File: config.mk
export PLATFORM = sky130hd
export DESIGN_NAME = sbi_div
export DESIGN_NICKNAME = d
export VERILOG_FILES = /design/src/stack_bytecode_interpreter_macros.svh /design/src/sbi_pkg.sv /design/src/sbi_div.sv
export SDC_FILE = /design/constraint.sdc
export NUM_CORES = 1
export LEC_CHECK = 0
export BUFFER_PORTS_ARGS = -buffer_cell sky130_fd_sc_hd__buf_2
export CAP_MARGIN = 40
export CORE_MARGIN = 2
export CORE_UTILIZATION = 45
export CTS_CLUSTER_DIAMETER = 150
export DETAILED_ROUTE_END_ITERATION = 12
export PLACE_DENSITY = 0.71
export SYNTH_ARGS = -nofsm -noshare
export SYNTH_HDL_FRONTEND = slang
export SYNTH_SLANG_ARGS = --single-unit
File: constraint.sdc
create_clock -name clk -period 3.2 [get_ports clk]
set_clock_uncertainty 0.15 [all_clocks]
set_input_delay 0.48 -clock clk [delete_from_list [all_inputs] [get_ports clk]]
set_output_delay 0.48 -clock clk [all_outputs]
set_load 0.05 [all_outputs]
File: src/stack_bytecode_interpreter_macros.svh
// ----------------------------------------------------------------------------
// Assertion macros for the stack bytecode interpreter
// Shared property wrappers used by the top level.
// ----------------------------------------------------------------------------
`ifndef STACK_BYTECODE_INTERPRETER_MACROS_SVH
`define STACK_BYTECODE_INTERPRETER_MACROS_SVH

// Implication checked on the next edge after the antecedent.
`define SBI_ASSERT_NEXT(label, ante, cons) \
  label: assert property (@(posedge clk) disable iff (rst) (ante) |=> (cons)) \
    else $error("assertion failed");

// Implication checked in the same cycle.
`define SBI_ASSERT_SAME(label, ante, cons) \
  label: assert property (@(posedge clk) disable iff (rst) (ante) |-> (cons)) \
    else $error("assertion failed");

`endif

File: src/sbi_pkg.sv
// ----------------------------------------------------------------------------
// sbi_pkg
// Shared constants, opcodes and types of the stack bytecode interpreter.
// ----------------------------------------------------------------------------
package sbi_pkg;

  localparam int MEM_DEPTH = 65536;
  localparam int MEM_AW    = $clog2(MEM_DEPTH);

  localparam logic [15:0] RST_START_PC = 16'h0140;
  localparam logic [15:0] RST_START_SP = 16'hFEFB;
  localparam logic [15:0] RST_HOST_LO  = 16'hC104;
  localparam logic [15:0] RST_HOST_HI  = 16'hC18C;

  // commands
  localparam logic [2:0] CMD_WRITE   = 3'd0;
  localparam logic [2:0] CMD_READ    = 3'd1;
  localparam logic [2:0] CMD_STEP    = 3'd2;
  localparam logic [2:0] CMD_RESUME  = 3'd3;
  localparam logic [2:0] CMD_RESTART = 3'd4;

  // configuration register indexes
  localparam logic [1:0] CFG_START_PC = 2'd0;
  localparam logic [1:0] CFG_START_SP = 2'd1;
  localparam logic [1:0] CFG_HOST_LO  = 2'd2;
  localparam logic [1:0] CFG_HOST_HI  = 2'd3;

  // status codes
  localparam logic [1:0] ST_READY = 2'd0;
  localparam logic [1:0] ST_HOST  = 2'd1;
  localparam logic [1:0] ST_ASMC  = 2'd2;
  localparam logic [1:0] ST_BADOP = 2'd3;

  // opcode numbers (opcode byte >> 1)
  localparam logic [6:0] OP_LD1IM = 7'd0,  OP_LD1SOFF = 7'd1, OP_LD1 = 7'd2;
  localparam logic [6:0] OP_LDB1 = 7'd3,   OP_LD1R = 7'd4,    OP_LDB1R = 7'd5;
  localparam logic [6:0] OP_ST1 = 7'd6,    OP_STB1 = 7'd7,    OP_ST1SP = 7'd8;
  localparam logic [6:0] OP_STB1SP = 7'd9, OP_PUSHR1 = 7'd10, OP_EXG1 = 7'd11;
  localparam logic [6:0] OP_JMPL = 7'd12,  OP_BRZL = 7'd13,   OP_JSRL = 7'd14;
  localparam logic [6:0] OP_JSRSP = 7'd15, OP_RTSC = 7'd16,   OP_MODSP = 7'd17;
  localparam logic [6:0] OP_DBL1 = 7'd18,  OP_ADDS = 7'd19,   OP_SUBFST = 7'd20;
  localparam logic [6:0] OP_MUL1 = 7'd21,  OP_DIV1 = 7'd22,   OP_MOD = 7'd23;
  localparam logic [6:0] OP_ORS = 7'd24,   OP_XORS = 7'd25,   OP_ANDS = 7'd26;
  localparam logic [6:0] OP_ASRS = 7'd27,  OP_ASLS = 7'd28,   OP_NEGR = 7'd29;
  localparam logic [6:0] OP_NOTR = 7'd30,  OP_INCR = 7'd31,   OP_DECR = 7'd32;
  localparam logic [6:0] OP_ZEQ = 7'd33,   OP_ZNE = 7'd34,    OP_ZLT = 7'd35;
  localparam logic [6:0] OP_ZLE = 7'd36,   OP_ZGT = 7'd37,    OP_ZGE = 7'd38;
  localparam logic [6:0] OP_ULT = 7'd39,   OP_ULE = 7'd40,    OP_UGT = 7'd41;
  localparam logic [6:0] OP_UGE = 7'd42,   OP_ASMC = 7'd43;

  // divider request / response
  typedef struct packed {
    logic        start;
    logic [15:0] dividend;
    logic [15:0] divisor;
  } div_req_t;

  typedef struct packed {
    logic        done;
    logic [15:0] quotient;
    logic [15:0] remainder;
  } div_rsp_t;

endpackage

File: src/sbi_div.sv
// ----------------------------------------------------------------------------
// sbi_div
// 16-bit unsigned restoring divider, one quotient bit per cycle.
// ----------------------------------------------------------------------------
module sbi_div (
  input  logic             clk,
  input  logic             rst,
  input  sbi_pkg::div_req_t req,
  output sbi_pkg::div_rsp_t rsp
);

  logic [15:0] quo;
  logic [15:0] rem;
  logic [15:0] dvs;
  logic [4:0]  cnt;
  logic        busy;
  logic        done;
  logic [16:0] trial;

  assign trial = {rem, quo[15]} - {1'b0, dvs};

  // shift in one dividend bit and subtract when it fits
  always_ff @(posedge clk) begin
    if (rst) begin
      busy <= 1'b0;
      done <= 1'b0;
      cnt  <= '0;
    end else begin
      done <= 1'b0;
      if (req.start) begin
        busy <= 1'b1;
        quo  <= req.dividend;
        rem  <= '0;
        dvs  <= req.divisor;
        cnt  <= 5'd16;
      end else if (busy) begin
        if (!trial[16]) begin
          rem <= trial[15:0];
          quo <= {quo[14:0], 1'b1};
        end else begin
          rem <= {rem[14:0], quo[15]};
          quo <= {quo[14:0], 1'b0};
        end
        cnt <= cnt - 5'd1;
        if (cnt == 5'd1) begin
          busy <= 1'b0;
          done <= 1'b1;
        end
      end
    end
  end

  assign rsp = {done, quo, rem};

endmodule

# [After elaboration in Yosys (flattened, before gate mapping)]
# Cells that the tools add are included.
[op_classes] n_mul=0 order_cmp=0 n_mux=11 n_reduce_logical=5 n_addsub=2 div_mod_pow=0 bitwise=2 shifts=0 eq_ne=1
[ops] cell="16-bit 2-to-1 mux" count=4
[ops] cell="17-bit by 16-bit subtractor with 17-bit output" count=1
[ops] cell="5-bit 2-to-1 mux" count=2
[ops] cell="5-bit by 1-bit equality test with 1-bit output (second input constant)" count=1
[ops] cell="1-bit 2-to-1 mux" count=5
[ops] cell="5-bit by 1-bit subtractor with 5-bit output (second input constant)" count=1
[ops] cell="2-bit AND reduction" count=2
[ops] cell="3-bit OR reduction" count=1
[ops] cell="1-bit NOT" count=2
[ops] cell="2-bit nonzero test" count=1
[ops] cell="2-bit OR reduction" count=1
[word_totals] romBits=0 out_inout_bits=33 reg_bits=55 latch_bits=0 elab_cells=28 inputBits=35 mem_count=0 ramBits=0

# [Longest topological paths before layout]
[depth] depth_word=4 mapped_depth=10 mapped_depth_nobuf=9

# [Worst setup path before layout]
# OpenSTA, ideal clock, no wires.
[synth_path] path_type="register to register" from="reg quo[15]" to="reg rem[12] (data pin)" arrival_ns=2.623 t_required_ns=2.790 synth_period_minus_slack_ns=3.033 path_slack_ns=0.167 n_path_buf=0 setup_ns=0.260 stages_incl_launch_ff=10 path_cell_list="edfxtp_1 -> inv_1 -> ha_1 -> fa_1 -> nand2b_1 -> a21o_1 -> a21o_1 -> a21oi_4 -> xnor2_4 -> mux2_2"
[synth_via] elab_chain_len=3
[synth_rtl] element="start, declared" line_no="sbi_div.sv:12" text="logic [15:0] quo;"
[synth_rtl] element="start signal, assigned" line_no="sbi_div.sv:32" text="quo <= req.dividend;"
[synth_rtl] element="start signal, assigned" line_no="sbi_div.sv:39" text="quo <= {quo[14:0], 1'b1};"
[synth_rtl] element="start signal, assigned" line_no="sbi_div.sv:42" text="quo <= {quo[14:0], 1'b0};"
[synth_rtl] element="17-bit by 16-bit subtractor with 17-bit output" line_no="sbi_div.sv:20" text="assign trial = {rem, quo[15]} - {1'b0, dvs};"
[synth_rtl] element="16-bit 2-to-1 mux" line_no="sbi_div.sv:37" text="if (!trial[16]) begin"
[synth_rtl] element="16-bit 2-to-1 mux" line_no="sbi_div.sv:36" text="end else if (busy) begin"
[synth_rtl] element="end signal, assigned" line_no="sbi_div.sv:38" text="rem <= trial[15:0];"
[synth_rtl] element="end signal, assigned" line_no="sbi_div.sv:41" text="rem <= {rem[14:0], quo[15]};"
[synth_rtl] element="end, declared" line_no="sbi_div.sv:13" text="logic [15:0] rem;"
# Every way passes these cells. The select of a mux whose other input is x is not followed.
# A chain may end at the register's enable or synchronous reset.

# [Worst setup path in the final report]
[layout_path] from="reg quo[15]" to="reg rem[1] (data pin)"
# The elaborated chain is that of the path after synthesis.

==> impl_metrics.env <==
export IMPL_met3WireLength_um=273
export IMPL_ys_seq_elements=55
export IMPL_clkLatencyLatePin_ns=0.31
export IMPL_fillerInstances=625
export IMPL_drv_slew=0
export IMPL_ir_worst_vdd_v=0.000308
export IMPL_row_count=30
export IMPL_cpLargestDelayFamily="compound AO/OA/AOI/OAI gates"
export IMPL_critical_path_top_cell_by_count="sky130_fd_sc_hd__a21o_1"
export IMPL_timing_critical_path_required_ns=3.11
export IMPL_synth_top_cell_by_area="sky130_fd_sc_hd__edfxtp_1"
export IMPL_drc_errors=0
export IMPL_drtPass1Iterations=4
export IMPL_worst_ep_arrival_time_ns=2.84
export IMPL_fin_setup_tns_ns=0
export IMPL_result_of_the_run="finished clean"
export IMPL_synth_top_cells_by_area="sky130_fd_sc_hd__edfxtp_1 46%, sky130_fd_sc_hd__ha_1 7.1%, sky130_fd_sc_hd__mux2_2 6.8%"
export IMPL_grt_start_max_net_pins=28
export IMPL_maxSlewHeadroom=0.524
export IMPL_crit_chain="inv_1 > ha_1 > fa_1 > nand2b_1 > a21o_1 > a21o_1 > a21oi_4 > xnor2_4 > buf_4 > mux2_2"
export IMPL_area_growth_synth_to_final_pct=17.5
export IMPL_asyncSetResetFlopFracSynth=0
export IMPL_syn_area_um2=3160
export IMPL_top_level_ports=68
export IMPL_insertedDiodeCount=0
export IMPL_m1WireLength_mm=2.96
export IMPL_gr_usage_all_layers=0.172
export IMPL_max_frequency_ghz=0.341
export IMPL_power_density_nw_per_um2=546
export IMPL_drt_wl_total_mm=6.42
export IMPL_finalWorstPathRequiredPeriod_ns=2.93
export IMPL_antenna_violations_before_repair=0
export IMPL_dieHeight_um=87.8
export IMPL_clock_slew_at_the_register_clock_pins_of_the_worst_setup_and_hold_paths_ns=0.10
export IMPL_timing_final_ws_setup_ns=0.271
export IMPL_post_cts_setup_buffer_count=0
export IMPL_critical_path_class="flop to flop"
export IMPL_synth_top_area_frac=0.457
export IMPL_syn_num_nets=337
export IMPL_crit_path_start_kind="flop"
export IMPL_vias_per_cell=5.22
export IMPL_unrepaired_setup_endpoints_after_global_routing="false"
export IMPL_synth_cells=283
export IMPL_design_final_nets=407
export IMPL_cts_max_path_buffers=2
export IMPL_starting_density_of_the_core=0.465
export IMPL_drt_wirelength_per_cell_um=14.3
export IMPL_ys_flop_type="sky130_fd_sc_hd__edfxtp_1"
export IMPL_power_leakage_nw=1.58
export IMPL_grt_pass1_wl_mm=10.4
export IMPL_synth_enable_flop_cells=48
export IMPL_cts_root_cell="sky130_fd_sc_hd__clkbuf_8"
export IMPL_die_w_um=87.8
export IMPL_globalRoute_totalOverflow=0
export IMPL_crit_path_end_kind="flop"
export IMPL_finalHoldViolations=0
export IMPL_number_of_buffers_inserted_by_port_buffering=67
export IMPL_post_place_ws_ns=0.292
export IMPL_maxCapViolCount=0
export IMPL_drive_gt1_frac=0.291
export IMPL_worstHoldPathType="input pin to flop"
export IMPL_cts_made_buffers=5
export IMPL_cts_htree_levels=2
export IMPL_routed_wl_met2_mm=3.15
export IMPL_critical_path_buffers_and_inverters=2
export IMPL_post_cts_resize_count=0
export IMPL_number_of_synthesis_warnings=0
export IMPL_vias=2349
export IMPL_layout_worst_path_cycle_share=0.915
export IMPL_floorplan_core_area_um2=6790
export IMPL_clock_tree_from_tritoncts="built"
export IMPL_synth_yosys_seq_area_share=0.501
export IMPL_max_slew_worst_pin_slew_ns=0.713
export IMPL_postRouteAntennaNets=0
export IMPL_via_count_of_the_first_global_routing_pass=2217
export IMPL_topRoutingLayerUsed="met4"
export IMPL_path_max_fanout=9
export IMPL_yosys_cell_types_count=43
export IMPL_worst_path_max_delay_cell="sky130_fd_sc_hd__fa_1"
export IMPL_finalSetupViolations=0
export IMPL_globalplace_congestion=0.859
export IMPL_cts_sinks=55
export IMPL_dp_hpwl_mm=4.79
export IMPL_die_area_um2=7700
export IMPL_holdBufCountCts=0
export IMPL_critical_path_max_stage_delay_ns=0.39
export IMPL_syn_area_per_cell_um2=11.2
export IMPL_detail_route_iter0_violations=145
## cells in the mapped netlist, types with 6 or more instances
master and instances:
sky130_fd_sc_hd__ha_1 18, sky130_fd_sc_hd__nand2b_1 8, sky130_fd_sc_hd__nor2_1 15, sky130_fd_sc_hd__a21o_1 6, sky130_fd_sc_hd__a21oi_1 21, sky130_fd_sc_hd__o21ai_0 7, sky130_fd_sc_hd__edfxtp_1 48, sky130_fd_sc_hd__nor3_1 13
sky130_fd_sc_hd__nor2b_1 6, sky130_fd_sc_hd__dfxtp_1 7, sky130_fd_sc_hd__mux2_2 19, sky130_fd_sc_hd__clkbuf_1 7, sky130_fd_sc_hd__nand2_1 24, sky130_fd_sc_hd__mux2i_1 11, sky130_fd_sc_hd__o211ai_1 6, sky130_fd_sc_hd__inv_1 22
## through the flow
step                      instance area [um^2]  total power [mW]   util  hold slack, ns  std cells
after floorplan                           3160              1.48      -           0.327        283
after global routing                      3710              2.14  0.546           0.173        450
after CTS                                 3710              2.04  0.546           0.179        450
final                                     3710              2.03  0.546           0.191        450
after detailed placement                  3620              1.64  0.533           0.353        442
after global placement                    3620              1.64  0.533           0.344        442
## routing by layer
metal,global-route usage,vias up
met5,0,-
met4,0.0462,0
met3,0.0320,4
met2,0.284,48
met1,0.235,1121
li1,-,1176
## power by group
group	total, mW	switching [mW]	internal (mW)
clock	0.395	0.236	0.159
combinational	0.726	0.447	0.279
sequential	0.905	0.0404	0.865
total	2.03	0.724	1.30
## sequential cells by signal, indices dropped and copies added (netlist names)
register / count
quo: 16
cnt: 5
busy: 1
done: 1
dvs: 16
rem: 16
## kinds of logic (layout without fill, tap and decap cells)
logic type / count (synthesis) / in the layout / share of synthesized area
xor gates and xnor gates: 8 / 8 / 0.0281
adders and majority gates: 19 / 19 / 0.0777
AOI/OAI and AO/OA: 56 / 56 / 0.116
buffers and inverters: 32 / 103 / 0.0420
muxes: 32 / 32 / 0.110
and+or+nand+nor: 81 / 81 / 0.126
DFF: 55 / 55 / 0.501
## worst paths after layout
check | startpoint | end | depth (start not counted) | slack [ns]
max reg2reg | quo[15] | rem[1] | 10 | 0.27
min | req[12] | dvs[12] | 1 | 0.19
min reg2reg | cnt[1] | cnt[1] | 2 | 0.37
max | quo[15] | rem[1] | 10 | 0.27
## cells in the final DEF, fill, tap and decap left out, types with 2 or more instances in the layout
cell type | netlist | routed
sky130_fd_sc_hd__a211oi_1 | 3 | 3
sky130_fd_sc_hd__buf_4 | 1 | 5
sky130_fd_sc_hd__nor3_1 | 13 | 13
sky130_fd_sc_hd__nor2b_1 | 6 | 6
sky130_fd_sc_hd__nand2b_1 | 8 | 8
sky130_fd_sc_hd__clkbuf_8 | 0 | 5
sky130_fd_sc_hd__xnor2_1 | 5 | 5
sky130_fd_sc_hd__nor2_1 | 15 | 14
sky130_fd_sc_hd__o22ai_1 | 2 | 2
sky130_fd_sc_hd__ha_1 | 18 | 18
sky130_fd_sc_hd__inv_1 | 22 | 22
sky130_fd_sc_hd__nor4b_1 | 2 | 2
sky130_fd_sc_hd__mux2i_1 | 11 | 11
sky130_fd_sc_hd__a21o_1 | 6 | 6
sky130_fd_sc_hd__dfxtp_1 | 7 | 7
sky130_fd_sc_hd__o21a_1 | 3 | 3
sky130_fd_sc_hd__mux2_2 | 19 | 19
sky130_fd_sc_hd__edfxtp_1 | 48 | 48
sky130_fd_sc_hd__nand2_1 | 24 | 24
sky130_fd_sc_hd__mux2_1 | 2 | 2
sky130_fd_sc_hd__a21oi_1 | 21 | 21
sky130_fd_sc_hd__nand3_1 | 5 | 5
sky130_fd_sc_hd__and3_1 | 3 | 3
sky130_fd_sc_hd__xor2_1 | 2 | 2
sky130_fd_sc_hd__o21ai_0 | 7 | 7
sky130_fd_sc_hd__o211ai_1 | 6 | 6
sky130_fd_sc_hd__buf_2 | 1 | 67
## layout make-up
cell class | instances | area (um^2) | area share
clock inverter | 2 | 15.0 | 0.00405
sequential | 55 | 1580 | 0.426
tap | 96 | 120 | 0.0324
timing repair buffer | 73 | 393 | 0.106
multi-input combinational | 196 | 1450 | 0.390
inverter | 22 | 82.6 | 0.0223
clock buffer | 6 | 72.6 | 0.0196
Power figures use the tool's default switching activity.
